## src/rtl/tcmc_pkg.sv

```systemverilog
// Shared types, constants and helper functions of the command mode controller.
`timescale 1ns / 1ps

package tcmc_pkg;

   // Line buffer length, one slot kept free for the terminating byte.
   localparam int unsigned LINE_BYTES = 64;
   localparam int unsigned COUNT_W    = $clog2(LINE_BYTES);

   typedef logic [COUNT_W-1:0] count_type;

   localparam count_type LINE_LAST = count_type'(LINE_BYTES - 1);

   // Opcodes of an input transaction
   localparam logic OP_BYTE   = 1'b0;
   localparam logic OP_SAMPLE = 1'b1;

   // Configuration register indexes
   localparam logic [1:0] REG_HOT_THRESHOLD    = 2'd0;
   localparam logic [1:0] REG_MOTION_THRESHOLD = 2'd1;
   localparam logic [1:0] REG_AUTO_FAN_DUTY    = 2'd2;
   localparam logic [1:0] REG_MANUAL_FAN_DUTY  = 2'd3;

   // Reset values of the configuration registers
   localparam logic signed [7:0] HOT_THRESHOLD_RST    = 8'sd27;
   localparam logic [11:0]       MOTION_THRESHOLD_RST = 12'd1500;
   localparam logic [9:0]        AUTO_FAN_DUTY_RST    = 10'd500;
   localparam logic [9:0]        MANUAL_FAN_DUTY_RST  = 10'd300;

   localparam logic [9:0] DUTY_MAX = 10'd999;

   // Line terminators
   localparam logic [7:0] CHAR_CR  = 8'h0d;
   localparam logic [7:0] CHAR_LF  = 8'h0a;
   localparam logic [7:0] CHAR_NUL = 8'h00;

   typedef enum logic [1:0] {
      REPLY_NONE    = 2'd0,
      REPLY_AUTO    = 2'd1,
      REPLY_MANUAL  = 2'd2,
      REPLY_INVALID = 2'd3
   } reply_type;

   // Command table, lowest index wins when several match
   localparam int unsigned NUM_CMDS = 6;
   localparam int unsigned CMD_AUTO    = 0;
   localparam int unsigned CMD_MANUAL  = 1;
   localparam int unsigned CMD_FAN_OFF = 2;
   localparam int unsigned CMD_FAN_ON  = 3;
   localparam int unsigned CMD_LED_OFF = 4;
   localparam int unsigned CMD_LED_ON  = 5;

   // Command text, left aligned, first character in the top byte
   localparam logic [63:0] CMD_TEXT [NUM_CMDS] = '{
      {"AUTO",    32'h0},
      {"MANUEL",  16'h0},
      {"FAN OFF",  8'h0},
      {"FAN ON",  16'h0},
      {"LED OFF",  8'h0},
      {"LED ON",  16'h0}
   };

   localparam count_type CMD_LEN [NUM_CMDS] = '{
      count_type'(4), count_type'(6), count_type'(7),
      count_type'(6), count_type'(7), count_type'(6)
   };

   // Status of the command parser after one transaction
   typedef struct packed {
      reply_type reply;
      logic      manual;
      logic      fan;
      logic      light;
   } cmd_status_type;

   // Character of a command at a position below eight
   function automatic logic [7:0] cmd_char(input logic [63:0] text, input logic [2:0] pos);
      logic [63:0] shifted;
      shifted = text << {pos, 3'b000};
      return shifted[63:56];
   endfunction

   // Duty registers may hold values above the PWM period
   function automatic logic [9:0] clamp_duty(input logic [9:0] duty);
      return (duty > DUTY_MAX) ? DUTY_MAX : duty;
   endfunction

endpackage

```

## src/rtl/tcmc_if.sv

```systemverilog
// Valid/ready channel interfaces for command and result transactions.
`timescale 1ns / 1ps

interface tcmc_req_if;
   logic              valid;
   logic              ready;
   logic              opcode;
   logic [7:0]        rx_byte;
   logic signed [7:0] temperature;
   logic [11:0]       ir_level;

   modport source (output valid, output opcode, output rx_byte, output temperature,
                   output ir_level, input ready);
   modport sink   (input valid, input opcode, input rx_byte, input temperature,
                   input ir_level, output ready);
endinterface

interface tcmc_rsp_if;
   logic                valid;
   logic                ready;
   logic                result_kind;
   tcmc_pkg::reply_type reply_code;
   logic [9:0]          fan_duty;
   logic                light_on;
   logic                motion_seen;
   logic                manual_active;
   logic                fan_command;
   logic                light_command;

   modport source (output valid, output result_kind, output reply_code, output fan_duty,
                   output light_on, output motion_seen, output manual_active,
                   output fan_command, output light_command, input ready);
   modport sink   (input valid, input result_kind, input reply_code, input fan_duty,
                   input light_on, input motion_seen, input manual_active,
                   input fan_command, input light_command, output ready);
endinterface

```

## src/rtl/tcmc_line_parser.sv

```systemverilog
// Line assembly, incremental command matching, mode and manual flag state.
`timescale 1ns / 1ps

module tcmc_line_parser (
   input  logic                     clock,
   input  logic                     reset,
   input  logic                     step,
   input  logic                     byte_item,
   input  logic [7:0]               rx_byte,
   output tcmc_pkg::cmd_status_type status
);

   tcmc_pkg::count_type           count_ff, count_in;
   logic [tcmc_pkg::NUM_CMDS-1:0] match_ff, match_in;
   logic                          ended_ff, ended_in;
   logic                          manual_ff, manual_in;
   logic                          fan_ff, fan_in;
   logic                          light_ff, light_in;

   logic                          do_byte;
   logic                          is_eol;
   logic                          store;
   logic                          finish;
   logic [tcmc_pkg::NUM_CMDS-1:0] keep;
   logic [tcmc_pkg::NUM_CMDS-1:0] hits;
   tcmc_pkg::reply_type           reply;

   assign do_byte = step && byte_item;
   assign is_eol  = (rx_byte == tcmc_pkg::CHAR_CR) || (rx_byte == tcmc_pkg::CHAR_LF);
   assign store   = !is_eol && (count_ff < tcmc_pkg::LINE_LAST);
   assign finish  = !store && (count_ff != '0);

   // Per-command compare of this byte and end-of-line hit vector
   always_comb begin
      for (int k = 0; k < tcmc_pkg::NUM_CMDS; k++) begin
         if (rx_byte == tcmc_pkg::CHAR_NUL) begin
            keep[k] = (tcmc_pkg::CMD_LEN[k] == count_ff);
         end else begin
            keep[k] = (count_ff < tcmc_pkg::CMD_LEN[k]) &&
                      (tcmc_pkg::cmd_char(tcmc_pkg::CMD_TEXT[k], count_ff[2:0]) == rx_byte);
         end
         hits[k] = match_ff[k] && (ended_ff || (tcmc_pkg::CMD_LEN[k] == count_ff));
      end
   end

   // Command decode at line end, first match in table order
   always_comb begin
      reply     = tcmc_pkg::REPLY_INVALID;
      manual_in = manual_ff;
      fan_in    = fan_ff;
      light_in  = light_ff;
      if (hits[tcmc_pkg::CMD_AUTO]) begin
         manual_in = 1'b0;
         reply     = tcmc_pkg::REPLY_AUTO;
      end else if (hits[tcmc_pkg::CMD_MANUAL]) begin
         manual_in = 1'b1;
         reply     = tcmc_pkg::REPLY_MANUAL;
      end else if (hits[tcmc_pkg::CMD_FAN_OFF]) begin
         fan_in = 1'b0;
         reply  = tcmc_pkg::REPLY_NONE;
      end else if (hits[tcmc_pkg::CMD_FAN_ON]) begin
         fan_in = 1'b1;
         reply  = tcmc_pkg::REPLY_NONE;
      end else if (hits[tcmc_pkg::CMD_LED_OFF]) begin
         light_in = 1'b0;
         reply    = tcmc_pkg::REPLY_NONE;
      end else if (hits[tcmc_pkg::CMD_LED_ON]) begin
         light_in = 1'b1;
         reply    = tcmc_pkg::REPLY_NONE;
      end
   end

   // Line state next values
   always_comb begin
      count_in = count_ff;
      match_in = match_ff;
      ended_in = ended_ff;
      if (do_byte && store) begin
         count_in = count_ff + 1'b1;
         if (!ended_ff) begin
            match_in = match_ff & keep;
            ended_in = (rx_byte == tcmc_pkg::CHAR_NUL);
         end
      end else if (do_byte && finish) begin
         count_in = '0;
         match_in = '1;
         ended_in = 1'b0;
      end
   end

   // Status seen by this transaction, state after it
   always_comb begin
      if (do_byte && finish) begin
         status.reply  = reply;
         status.manual = manual_in;
         status.fan    = fan_in;
         status.light  = light_in;
      end else begin
         status.reply  = tcmc_pkg::REPLY_NONE;
         status.manual = manual_ff;
         status.fan    = fan_ff;
         status.light  = light_ff;
      end
   end

   always_ff @(posedge clock) begin
      if (reset) begin
         count_ff  <= '0;
         match_ff  <= '1;
         ended_ff  <= 1'b0;
         manual_ff <= 1'b0;
         fan_ff    <= 1'b0;
         light_ff  <= 1'b0;
      end else begin
         count_ff  <= count_in;
         match_ff  <= match_in;
         ended_ff  <= ended_in;
         manual_ff <= status.manual;
         fan_ff    <= status.fan;
         light_ff  <= status.light;
      end
   end

endmodule

```

## src/rtl/text_command_mode_controller.sv

```systemverilog
// Top level of the text command mode controller.
//
//   Port      Dir   Protocol     Transaction
//   req       in    valid/ready  received byte or sensor sample
//   rsp       out   valid/ready  one result per request
//   csr_*     in/out APB          threshold and duty registers
//
// One transaction per cycle sustained while rsp.ready is high; an accepted request
// passes the input register, then the result register, before its result is valid.
// The byte parser state and mode flags update in the result stage.
// Reset is synchronous; it empties both stages and restores register defaults.
// A stalled result holds the result register and lets one more request into
// the input register before req.ready drops.
`timescale 1ns / 1ps

module text_command_mode_controller (
   input  logic         clock,
   input  logic         reset,
   tcmc_req_if.sink     req,
   tcmc_rsp_if.source   rsp,
   input  logic         csr_psel,
   input  logic         csr_penable,
   input  logic         csr_pwrite,
   input  logic [3:0]   csr_paddr,
   input  logic [31:0]  csr_pwdata,
   output logic [31:0]  csr_prdata,
   output logic         csr_pready
);

   // Configuration registers
   logic signed [7:0] hot_threshold_ff;
   logic [11:0]       motion_threshold_ff;
   logic [9:0]        auto_fan_duty_ff;
   logic [9:0]        manual_fan_duty_ff;

   // Input stage
   logic              s1_valid_ff, s1_valid_in;
   logic              s1_opcode_ff;
   logic [7:0]        s1_byte_ff;
   logic signed [7:0] s1_temp_ff;
   logic [11:0]       s1_ir_ff;

   // Result stage
   logic                rsp_valid_ff, rsp_valid_in;
   logic                kind_ff, kind_in;
   tcmc_pkg::reply_type reply_ff, reply_in;
   logic [9:0]          duty_ff, duty_in;
   logic                light_on_ff, light_on_in;
   logic                motion_ff, motion_in;
   logic                manual_ff, manual_in;
   logic                fan_cmd_ff, fan_cmd_in;
   logic                light_cmd_ff, light_cmd_in;

   logic                     out_free;
   logic                     s2_fire;
   logic                     csr_write;
   logic [1:0]               csr_index;
   logic                     motion;
   logic                     hot;
   tcmc_pkg::cmd_status_type status;

   // Pipeline handshake
   assign out_free  = !rsp_valid_ff || rsp.ready;
   assign s2_fire   = s1_valid_ff && out_free;
   assign req.ready = !s1_valid_ff || out_free;

   assign s1_valid_in  = req.ready ? req.valid : s1_valid_ff;
   assign rsp_valid_in = out_free ? s1_valid_ff : rsp_valid_ff;

   // Register port
   assign csr_pready = 1'b1;
   assign csr_write  = csr_psel && csr_penable && csr_pwrite;
   assign csr_index  = csr_paddr[3:2];

   always_comb begin
      case (csr_index)
         tcmc_pkg::REG_HOT_THRESHOLD:    csr_prdata = {24'h0, hot_threshold_ff};
         tcmc_pkg::REG_MOTION_THRESHOLD: csr_prdata = {20'h0, motion_threshold_ff};
         tcmc_pkg::REG_AUTO_FAN_DUTY:    csr_prdata = {22'h0, auto_fan_duty_ff};
         tcmc_pkg::REG_MANUAL_FAN_DUTY:  csr_prdata = {22'h0, manual_fan_duty_ff};
         default:                        csr_prdata = '0;
      endcase
   end

   always_ff @(posedge clock) begin
      if (reset) begin
         hot_threshold_ff    <= tcmc_pkg::HOT_THRESHOLD_RST;
         motion_threshold_ff <= tcmc_pkg::MOTION_THRESHOLD_RST;
         auto_fan_duty_ff    <= tcmc_pkg::AUTO_FAN_DUTY_RST;
         manual_fan_duty_ff  <= tcmc_pkg::MANUAL_FAN_DUTY_RST;
      end else if (csr_pready && csr_write) begin
         case (csr_index)
            tcmc_pkg::REG_HOT_THRESHOLD:    hot_threshold_ff    <= csr_pwdata[7:0];
            tcmc_pkg::REG_MOTION_THRESHOLD: motion_threshold_ff <= csr_pwdata[11:0];
            tcmc_pkg::REG_AUTO_FAN_DUTY:    auto_fan_duty_ff    <= csr_pwdata[9:0];
            tcmc_pkg::REG_MANUAL_FAN_DUTY:  manual_fan_duty_ff  <= csr_pwdata[9:0];
            default: ;
         endcase
      end
   end

   // Command line parser
   tcmc_line_parser u_parser (
      .clock     (clock),
      .reset     (reset),
      .step      (s2_fire),
      .byte_item (s1_opcode_ff == tcmc_pkg::OP_BYTE),
      .rx_byte   (s1_byte_ff),
      .status    (status)
   );

   // Sensor evaluation
   assign motion = (s1_ir_ff <= motion_threshold_ff);
   assign hot    = (s1_temp_ff >= hot_threshold_ff);

   always_comb begin
      kind_in      = s1_opcode_ff;
      manual_in    = status.manual;
      fan_cmd_in   = status.fan;
      light_cmd_in = status.light;
      if (s1_opcode_ff == tcmc_pkg::OP_SAMPLE) begin
         reply_in  = tcmc_pkg::REPLY_NONE;
         motion_in = motion;
         if (status.manual) begin
            duty_in     = status.fan ? tcmc_pkg::clamp_duty(manual_fan_duty_ff) : 10'd0;
            light_on_in = status.light;
         end else begin
            duty_in     = hot ? tcmc_pkg::clamp_duty(auto_fan_duty_ff) : 10'd0;
            light_on_in = motion;
         end
      end else begin
         reply_in    = status.reply;
         motion_in   = 1'b0;
         duty_in     = 10'd0;
         light_on_in = 1'b0;
      end
   end

   // Stage registers
   always_ff @(posedge clock) begin
      if (reset) begin
         s1_valid_ff  <= 1'b0;
         rsp_valid_ff <= 1'b0;
      end else begin
         s1_valid_ff  <= s1_valid_in;
         rsp_valid_ff <= rsp_valid_in;
      end
   end

   always_ff @(posedge clock) begin
      if (req.ready) begin
         s1_opcode_ff <= req.opcode;
         s1_byte_ff   <= req.rx_byte;
         s1_temp_ff   <= req.temperature;
         s1_ir_ff     <= req.ir_level;
      end
      if (s2_fire) begin
         kind_ff      <= kind_in;
         reply_ff     <= reply_in;
         duty_ff      <= duty_in;
         light_on_ff  <= light_on_in;
         motion_ff    <= motion_in;
         manual_ff    <= manual_in;
         fan_cmd_ff   <= fan_cmd_in;
         light_cmd_ff <= light_cmd_in;
      end
   end

   assign rsp.valid         = rsp_valid_ff;
   assign rsp.result_kind   = kind_ff;
   assign rsp.reply_code    = reply_ff;
   assign rsp.fan_duty      = duty_ff;
   assign rsp.light_on      = light_on_ff;
   assign rsp.motion_seen   = motion_ff;
   assign rsp.manual_active = manual_ff;
   assign rsp.fan_command   = fan_cmd_ff;
   assign rsp.light_command = light_cmd_ff;

endmodule

```

## src/flat_wrapper.sv

```systemverilog
// flat-port wrapper written by rule: the top's interface ports become plain ports
module text_command_mode_controller_flat 
  (clock, reset, csr_psel, csr_penable, csr_pwrite, csr_paddr, csr_pwdata, csr_prdata, csr_pready, req_valid, req_opcode, req_rx_byte, req_temperature, req_ir_level, req_ready, rsp_valid, rsp_result_kind, rsp_reply_code, rsp_fan_duty, rsp_light_on, rsp_motion_seen, rsp_manual_active, rsp_fan_command, rsp_light_command, rsp_ready);
  tcmc_req_if req_i ();
  tcmc_rsp_if rsp_i ();
  input  logic clock;
  input  logic reset;
  input  logic csr_psel;
  input  logic csr_penable;
  input  logic csr_pwrite;
  input  logic [3:0] csr_paddr;
  input  logic [31:0] csr_pwdata;
  output logic [31:0] csr_prdata;
  output logic csr_pready;
  input wire logic [$bits(req_i.valid)-1:0] req_valid;
  input wire logic [$bits(req_i.opcode)-1:0] req_opcode;
  input wire logic [$bits(req_i.rx_byte)-1:0] req_rx_byte;
  input wire logic [$bits(req_i.temperature)-1:0] req_temperature;
  input wire logic [$bits(req_i.ir_level)-1:0] req_ir_level;
  output wire logic [$bits(req_i.ready)-1:0] req_ready;
  output wire logic [$bits(rsp_i.valid)-1:0] rsp_valid;
  output wire logic [$bits(rsp_i.result_kind)-1:0] rsp_result_kind;
  output wire logic [$bits(rsp_i.reply_code)-1:0] rsp_reply_code;
  output wire logic [$bits(rsp_i.fan_duty)-1:0] rsp_fan_duty;
  output wire logic [$bits(rsp_i.light_on)-1:0] rsp_light_on;
  output wire logic [$bits(rsp_i.motion_seen)-1:0] rsp_motion_seen;
  output wire logic [$bits(rsp_i.manual_active)-1:0] rsp_manual_active;
  output wire logic [$bits(rsp_i.fan_command)-1:0] rsp_fan_command;
  output wire logic [$bits(rsp_i.light_command)-1:0] rsp_light_command;
  input wire logic [$bits(rsp_i.ready)-1:0] rsp_ready;
  assign req_i.valid = req_valid;
  assign req_i.opcode = req_opcode;
  assign req_i.rx_byte = req_rx_byte;
  assign req_i.temperature = req_temperature;
  assign req_i.ir_level = req_ir_level;
  assign req_ready = req_i.ready;
  assign rsp_valid = rsp_i.valid;
  assign rsp_result_kind = rsp_i.result_kind;
  assign rsp_reply_code = rsp_i.reply_code;
  assign rsp_fan_duty = rsp_i.fan_duty;
  assign rsp_light_on = rsp_i.light_on;
  assign rsp_motion_seen = rsp_i.motion_seen;
  assign rsp_manual_active = rsp_i.manual_active;
  assign rsp_fan_command = rsp_i.fan_command;
  assign rsp_light_command = rsp_i.light_command;
  assign rsp_i.ready = rsp_ready;
  text_command_mode_controller u_core (.clock(clock), .reset(reset), .req(req_i), .rsp(rsp_i), .csr_psel(csr_psel), .csr_penable(csr_penable), .csr_pwrite(csr_pwrite), .csr_paddr(csr_paddr), .csr_pwdata(csr_pwdata), .csr_prdata(csr_prdata), .csr_pready(csr_pready));
endmodule
```

## config.mk

```make
export PLATFORM = sky130hd
export DESIGN_NAME = text_command_mode_controller_flat
export DESIGN_NICKNAME = d
export VERILOG_FILES = /design/src/rtl/tcmc_pkg.sv /design/src/rtl/tcmc_if.sv /design/src/rtl/tcmc_line_parser.sv /design/src/rtl/text_command_mode_controller.sv /design/src/flat_wrapper.sv
export SDC_FILE = /design/constraint.sdc
export NUM_CORES = 1
export LEC_CHECK = 0
export BUFFER_PORTS_ARGS = -buffer_cell sky130_fd_sc_hd__buf_4
export CAP_MARGIN = 20
export CORE_UTILIZATION = 25
export CTS_CLUSTER_SIZE = 40
export DETAILED_ROUTE_END_ITERATION = 8
export PLACE_DENSITY_LB_ADDON = 0.25
export SYNTH_ARGS = -nofsm -noshare
export SYNTH_HDL_FRONTEND = slang
export SYNTH_SLANG_ARGS = --single-unit
```

## constraint.sdc

```tcl
create_clock -name clock -period 3.15 [get_ports clock]
set_clock_uncertainty 0.05 [all_clocks]
set_input_delay 0.1575 -clock clock [delete_from_list [all_inputs] [get_ports clock]]
set_output_delay 0.1575 -clock clock [all_outputs]
set_load 0.02 [all_outputs]
```

## Word-level counts from Yosys, hierarchy flattened

Index checks and enable logic that the tools add are counted.

| storage, ports and cells | value |
|---|---|
| RAM bits | 0 |
| output and inout bits | 53 |
| bits in registers | 105 |
| memories | 0 |
| bits in latches | 0 |
| memory bits (read-only) | 0 |
| bits of input ports | 72 |

| operators by class | value |
|---|---|
| shift-type cells | 6 |
| div/mod/pow operators | 0 |
| multiplexer cells | 40 |
| multiply operators | 0 |
| eq/ne operators | 15 |
| bitwise operators | 3 |
| $add $sub $neg | 1 |
| reduce and logical (&&, ||, !) cells | 41 |
| order comparisons | 8 |

Operators by type and width:

| cell | count |
|---|---|
| << shifter 63 x 6 -> 64 bit (first input constant) | 6 |
| one-hot mux 32 bit (4 select lines) | 1 |
| 2-to-1 mux 10 bit | 5 |
| equality test 8 bit | 6 |
| 2-to-1 mux 6 bit | 5 |
| 2-to-1 mux 1 bit | 23 |
| greater-than comparator 10 bit (second input constant) | 2 |
| logical AND 1 bit | 20 |
| equality test 3 x 6 -> 1 bit (first input constant) | 3 |
| less-than comparator 6 x 3 -> 1 bit (second input constant) | 3 |
| equality test 8 x 4 -> 1 bit (second input constant) | 2 |
| less-or-equal comparator 12 bit | 1 |
| 2-to-1 mux 2 bit | 5 |
| AND reduction 2 bit | 5 |
| greater-or-equal comparator 8 bit | 1 |
| logical NOT 8 bit | 1 |
| adder 6 x 1 -> 6 bit (second input constant) | 1 |
| bitwise AND 6 bit | 1 |
| logical OR 1 bit | 6 |
| less-than comparator 6 bit (second input constant) | 1 |
| nonzero test 6 bit | 1 |
| equality test 2 bit (second input constant) | 2 |
| logical NOT 1 bit | 4 |
| 2-to-1 mux 3 bit | 1 |
| 7 further kinds | 8 |

## Longest topological paths before layout

| depth | value |
|---|---|
| depth after elaboration | 12 |
| gate-level depth with buffers | 10 |

## Hierarchy

A second synthesis with hierarchy kept.

| unflattened totals | value |
|---|---|
| cell total of the unflattened synthesis | 536 |
| area total of the unflattened synthesis | 5614.1 µm² |

Modules (own cells, without submodules):

| module | times used | cells an instance | area an instance (µm²) |
|---|---|---|---|
| text_command_mode_controller | 1 | 340 | 4098.9 |
| tcmc_line_parser | 1 | 196 | 1515.2 |

## Worst setup path before layout

Ideal clock, no wire load.

| path | value |
|---|---|
| path kind | register to register |
| start | reg u_core.u_parser.count_ff[0] |
| end | reg u_core.duty_ff[3] (netlist: u_core.rsp.fan_duty[3]), data pin |
| data required time | 2966 ps |
| cell stages (with the launch flop) | 9 |
| setup slack | 496 ps |
| library setup time | 134 ps |
| period minus slack after synthesis | 2654 ps |
| data arrival time | 2470 ps |
| path through | dfxtp_1 > clkbuf_1 > inv_1 > ha_1 > nand3_1 > o211a_1 > a41oi_2 > a2111oi_4 > a32o_1 |

| on the way | value |
|---|---|
| cells in the longest elaborated chain, start to end | 10 |

RTL lines:

| what | RTL line | source |
|---|---|---|
| start, declared | tcmc_line_parser.sv:13 | `tcmc_pkg::count_type count_ff, count_in;` |
| start signal, assigned | tcmc_line_parser.sv:115 | `count_ff <= count_in;` |
| equality test 3 x 6 -> 1 bit | tcmc_line_parser.sv:42 | `hits[k] = match_ff[k] && (ended_ff \|\| (tcmc_pkg::CMD_LEN[k] == count_ff));` |
| logical OR 1 bit | tcmc_line_parser.sv:42 |  |
| logical AND 1 bit | tcmc_line_parser.sv:42 |  |
| 2-to-1 mux 1 bit | tcmc_line_parser.sv:61 | `end else if (hits[tcmc_pkg::CMD_FAN_ON]) begin` |
| 2-to-1 mux 1 bit | tcmc_line_parser.sv:58 | `end else if (hits[tcmc_pkg::CMD_FAN_OFF]) begin` |
| 2-to-1 mux 1 bit | tcmc_line_parser.sv:55 | `end else if (hits[tcmc_pkg::CMD_MANUAL]) begin` |
| 2-to-1 mux 1 bit | tcmc_line_parser.sv:52 | `if (hits[tcmc_pkg::CMD_AUTO]) begin` |
| 2-to-1 mux 3 bit * | tcmc_line_parser.sv:93 | `if (do_byte && finish) begin` |
| 2-to-1 mux 10 bit | text_command_mode_controller.sv:125 | `duty_in = status.fan ? tcmc_pkg::clamp_duty(manual_fan_duty_ff) : 10'd0;` |
| 2-to-1 mux 10 bit * | text_command_mode_controller.sv:124 | `if (status.manual) begin` |
| end signal, assigned | text_command_mode_controller.sv:160 | `duty_ff <= duty_in;` |
| end, declared | text_command_mode_controller.sv:47 | `logic [9:0] duty_ff, duty_in;` |

Every way passes the cells marked *; elsewhere a longest branch is shown, timed or not.
A chain may end at the register's enable or synchronous reset.

## Worst setup path after layout

| path | value |
|---|---|
| start | reg u_core.s1_byte_ff[4] |
| end | reg u_core.duty_ff[3] (netlist: u_core.rsp.fan_duty[3]), data pin |

| on the way | value |
|---|---|
| cells in the longest elaborated chain, start to end | 10 |

RTL lines:

| what | RTL line | source |
|---|---|---|
| start, declared | text_command_mode_controller.sv:39 | `logic [7:0] s1_byte_ff;` |
| start signal, assigned | text_command_mode_controller.sv:153 | `s1_byte_ff <= req.rx_byte;` |
| equality test 8 x 4 -> 1 bit | tcmc_line_parser.sv:29 | `assign is_eol = (rx_byte == tcmc_pkg::CHAR_CR) \|\| (rx_byte == tcmc_pkg::CHAR_LF);` |
| logical OR 1 bit * | tcmc_line_parser.sv:29 |  |
| logical NOT 1 bit * | tcmc_line_parser.sv:30 | `assign store = !is_eol && (count_ff < tcmc_pkg::LINE_LAST);` |
| logical AND 1 bit * | tcmc_line_parser.sv:30 |  |
| logical NOT 1 bit * | tcmc_line_parser.sv:31 | `assign finish = !store && (count_ff != '0);` |
| logical AND 1 bit * | tcmc_line_parser.sv:31 |  |
| logical AND 1 bit * | tcmc_line_parser.sv:93 |  |
| 2-to-1 mux 3 bit * | tcmc_line_parser.sv:93 |  |
| 2-to-1 mux 10 bit | text_command_mode_controller.sv:125 |  |
| 2-to-1 mux 10 bit * | text_command_mode_controller.sv:124 |  |

Marks and branches as above.

==> results.md <==
- Outcome: finished, final reports clean
- Hold Fails Final Rpt: 0
- Clock sink count: 105
- TNS Setup: 0 ns
- Synth Warn #: 0
- Internal power: 2220 uW
- Max-slew violation count: 0
- Achievable Freq: approximately 380 MHz
- Net count, final: 778
- Peak VDD IR: 0.263 mV
- Deepest clock path buffer count: 2
- Worst Setup SP: u_core.s1_byte_ff[4]
- Layout cells sized above 1: 0.204
- P_sw: between 800 and 900 uW
- Gate power share: 0.124
- Ant. Diodes: 0
- DR pass1 iterations: 5
- Hold WC Path Type: in2reg
- Largest family of logic cells by synthesized area: simple AND/OR/NAND/NOR gates
- Leak: a little under 0.003 uW
- Synth Register Bits: between 100 and 150
- Port Buffers: slightly above 80
- GRT Util Overall: 0.130
- Commonest non-fill, non-tap cell in the layout: buf_4
- PwrDens: approximately 420 mW/mm^2
- Fill count: 2247
- # H-tree levels: 3
- Vias in the first global route: between 4000 and 5000
- Finish-stage setup viols: 0
- Post-synth EDFFs: 47
- Post-synthesis compound-gate area fraction: 0.150
- Synth Area in XOR/XNOR: 0.0221
- Main flop type after synthesis: dfxtp_1
- Cells after Synth: approximately 560
- Hold WS: roughly 0.013 ns
- Die span in x: ~150 um
- Crit path DAT: 2.72 ns
- Post-DP HPWL: between 10 and 15 mm
- Critical path endpoint category: flip-flop
- Synth async-reset ratio: 0
- Mux contribution to synthesized area: 0.0572
- Pin count of the biggest net entering global routing: 54
- CTS root buf: clkbuf_16
- Area growth syn-to-layout: 28.6%
- CTS tree: done
- Avg WL per Cell: ~15 um
- Worst Setup EP: u_core.rsp.fan_duty[3]
- Seq/Total Area, Yosys: 0.463
- RSZ-0062 raised after global routing: no
- Most frequent cells in the layout: buf_4, nand2_1, dfxtp_1
- Tcrit/Tclk final: 0.842
- Post-route ant nets: 0
- Worst slew pin tran: slightly below 0.8 ns
- R2R setup slack: between 0.4 and 0.5 ns
- Initial Util: 0.255
- Die height: ~150 um
- Seq pwr share: 0.499
- Grt ovf: 0
- Worst r2r dst: u_core.rsp.fan_duty[3]
- Mapped Avg Cell Area: about 10 um^2
- FF-to-FF Start: u_core.s1_byte_ff[4]
- Max-cap violation count: 0
- Setup CP Type: reg2reg
- DRC: 0
- 1st-iter DRT viols: ~290
- Vias: approximately 4500
- Sw frac: 0.268
- DR vias/cell: between 4 and 5
- # IOs: roughly 130
- Worst R2R Path Depth: 8
- Core area: 0.0218 mm^2
- Synth Area in Simple Gates: 0.172
- Relative slew slack: 0.478
- Yosys cell types: 63
- Clk pwr share: 0.378
- Critical path required time: between 3 and 4 ns
- WL final: ~14 mm
- Global-route wire length before repair: about 23 mm
- Area of the mapped netlist: between 0.005 and 0.006 mm^2
- Row cnt: 54
- Worst-path fanout max: 9
- Startpoint types: flip-flop
- Antenna violations before repair: 0
- Clk_lat worst skew: roughly 0.36 ns
- Clock-pin slew on the worst setup and hold paths: around 0.08 ns
- Fin crit period: about 2.7 ns
- Routability cong.: approximately 0.83
- Resize count post-CTS: 0
- Post-layout util: 0.327
- CTS buffer count: 9
- Adder-cell share of the synthesized area: 0.0631
- DIE AREA: roughly 0.023 mm^2
[flip-flops by register name (all words and copies together), names as in the netlist, 2 cells and up]
name and count:
u_core.auto_fan_duty_ff 10, u_core.rsp.fan_duty 10, u_core.motion_threshold_ff 12, u_core.s1_ir_ff 12
u_core.u_parser.count_ff 6, u_core.hot_threshold_ff 8, u_core.u_parser.match_ff 6, u_core.rsp.reply_code 2
u_core.manual_fan_duty_ff 10, u_core.s1_temp_ff 8, u_core.s1_byte_ff 8
[kinds of logic (layout without fill, tap and decap cells)]
logic type,after synthesis,in the layout
other,2,21
adder cells (fa/ha/maj),28,28
AND/OR/NAND/NOR,196,196
XOR/XNOR,14,14
AO/OA/AOI/OAI,111,111
flip-flops,105,105
multiplexers,21,21
buffers and inverters,81,187
[power by group through the flow]
stage	logic, uW	clock network [uW]	registers (uW)
after global routing	413	1230	1520
after floorplan	217	0	1540
after CTS	378	1180	1510
after global placement	332	0	1540
final	375	1150	1510
after detailed placement	336	0	1540
[cells in the mapped netlist, types with 9 or more instances]
cell type  instances  area share
a211o_1           13       0.021
nor2_1            47       0.032
o21ai_0           11      0.0099
dfxtp_1           58        0.21
nand3_1           13       0.012
inv_1             34       0.023
ha_1              28       0.063
nand2_1           63       0.043
nor2b_1            9       0.010
nor3_1            11      0.0099
buf_4             21       0.028
nand3b_1          11       0.015
a21oi_1           37       0.033
a22o_1             9       0.014
clkbuf_1          19       0.013
edfxtp_1          47        0.25
[worst max-delay path, stage by stage (launching register included)]
cell       delay, ns
edfxtp_1        0.47
nor4_2          0.42
o211a_2         0.38
o211ai_2        0.17
a2111oi_2       0.25
buf_4           0.19
a2111oi_4       0.06
buf_4           0.18
a32o_1          0.25
[worst min path at each step]
stage                          from                         end  slack, ns  cells past startpoint
finish                csr_pwdata[3]  u_core.hot_threshold_ff[3]       0.01                      2
CTS                   csr_pwdata[3]  u_core.hot_threshold_ff[3]      0.001                      2
global placement    req_ir_level[1]          u_core.s1_ir_ff[1]       0.29                      1
floorplan                req_opcode              u_core.kind_in       0.21                      0
global route          csr_pwdata[3]  u_core.hot_threshold_ff[3]       0.01                      2
detailed placement  req_ir_level[0]          u_core.s1_ir_ff[0]       0.29                      1
[per-layer routing]
metal  up-vias  global-route usage  part of all wire
met4         0              0.0590             0.025
met5         -                   0                 0
met1      2098               0.176              0.48
met2       152               0.201              0.45
li1       2203                   -                 -
met3        25              0.0211             0.044
[through the flow]
step	std cells	cell area [um^2]	total power [uW]	worst slack, ns
floorplan	577	5630	1760	0.496
global placement	906	6430	1880	0.514
detailed placement	906	6430	1880	0.484
CTS	963	7140	3070	0.471
global route	963	7140	3170	0.293
finish	963	7140	3030	0.498
[cell type report]
| class | instances | area (um^2) | area share |
|---|---|---|---|
| Inverter | 34 | 128 | 0.0179 |
| Multi-Input combinational cell | 391 | 2660 | 0.373 |
| Tap cell | 280 | 350 | 0.0490 |
| Clock inverter | 7 | 76.3 | 0.0107 |
| Clock buffer | 9 | 225 | 0.0315 |
| Sequential cell | 105 | 2570 | 0.360 |
| Timing Repair Buffer | 137 | 1130 | 0.158 |
[repair_timing]
item	CTS	global route
buffers inserted	0	0
hold buffers	41	0
hold endpoints to repair	46	0
endpoints found under the setup margin	0	0
Note: power is estimated with default switching activity, not from simulation.
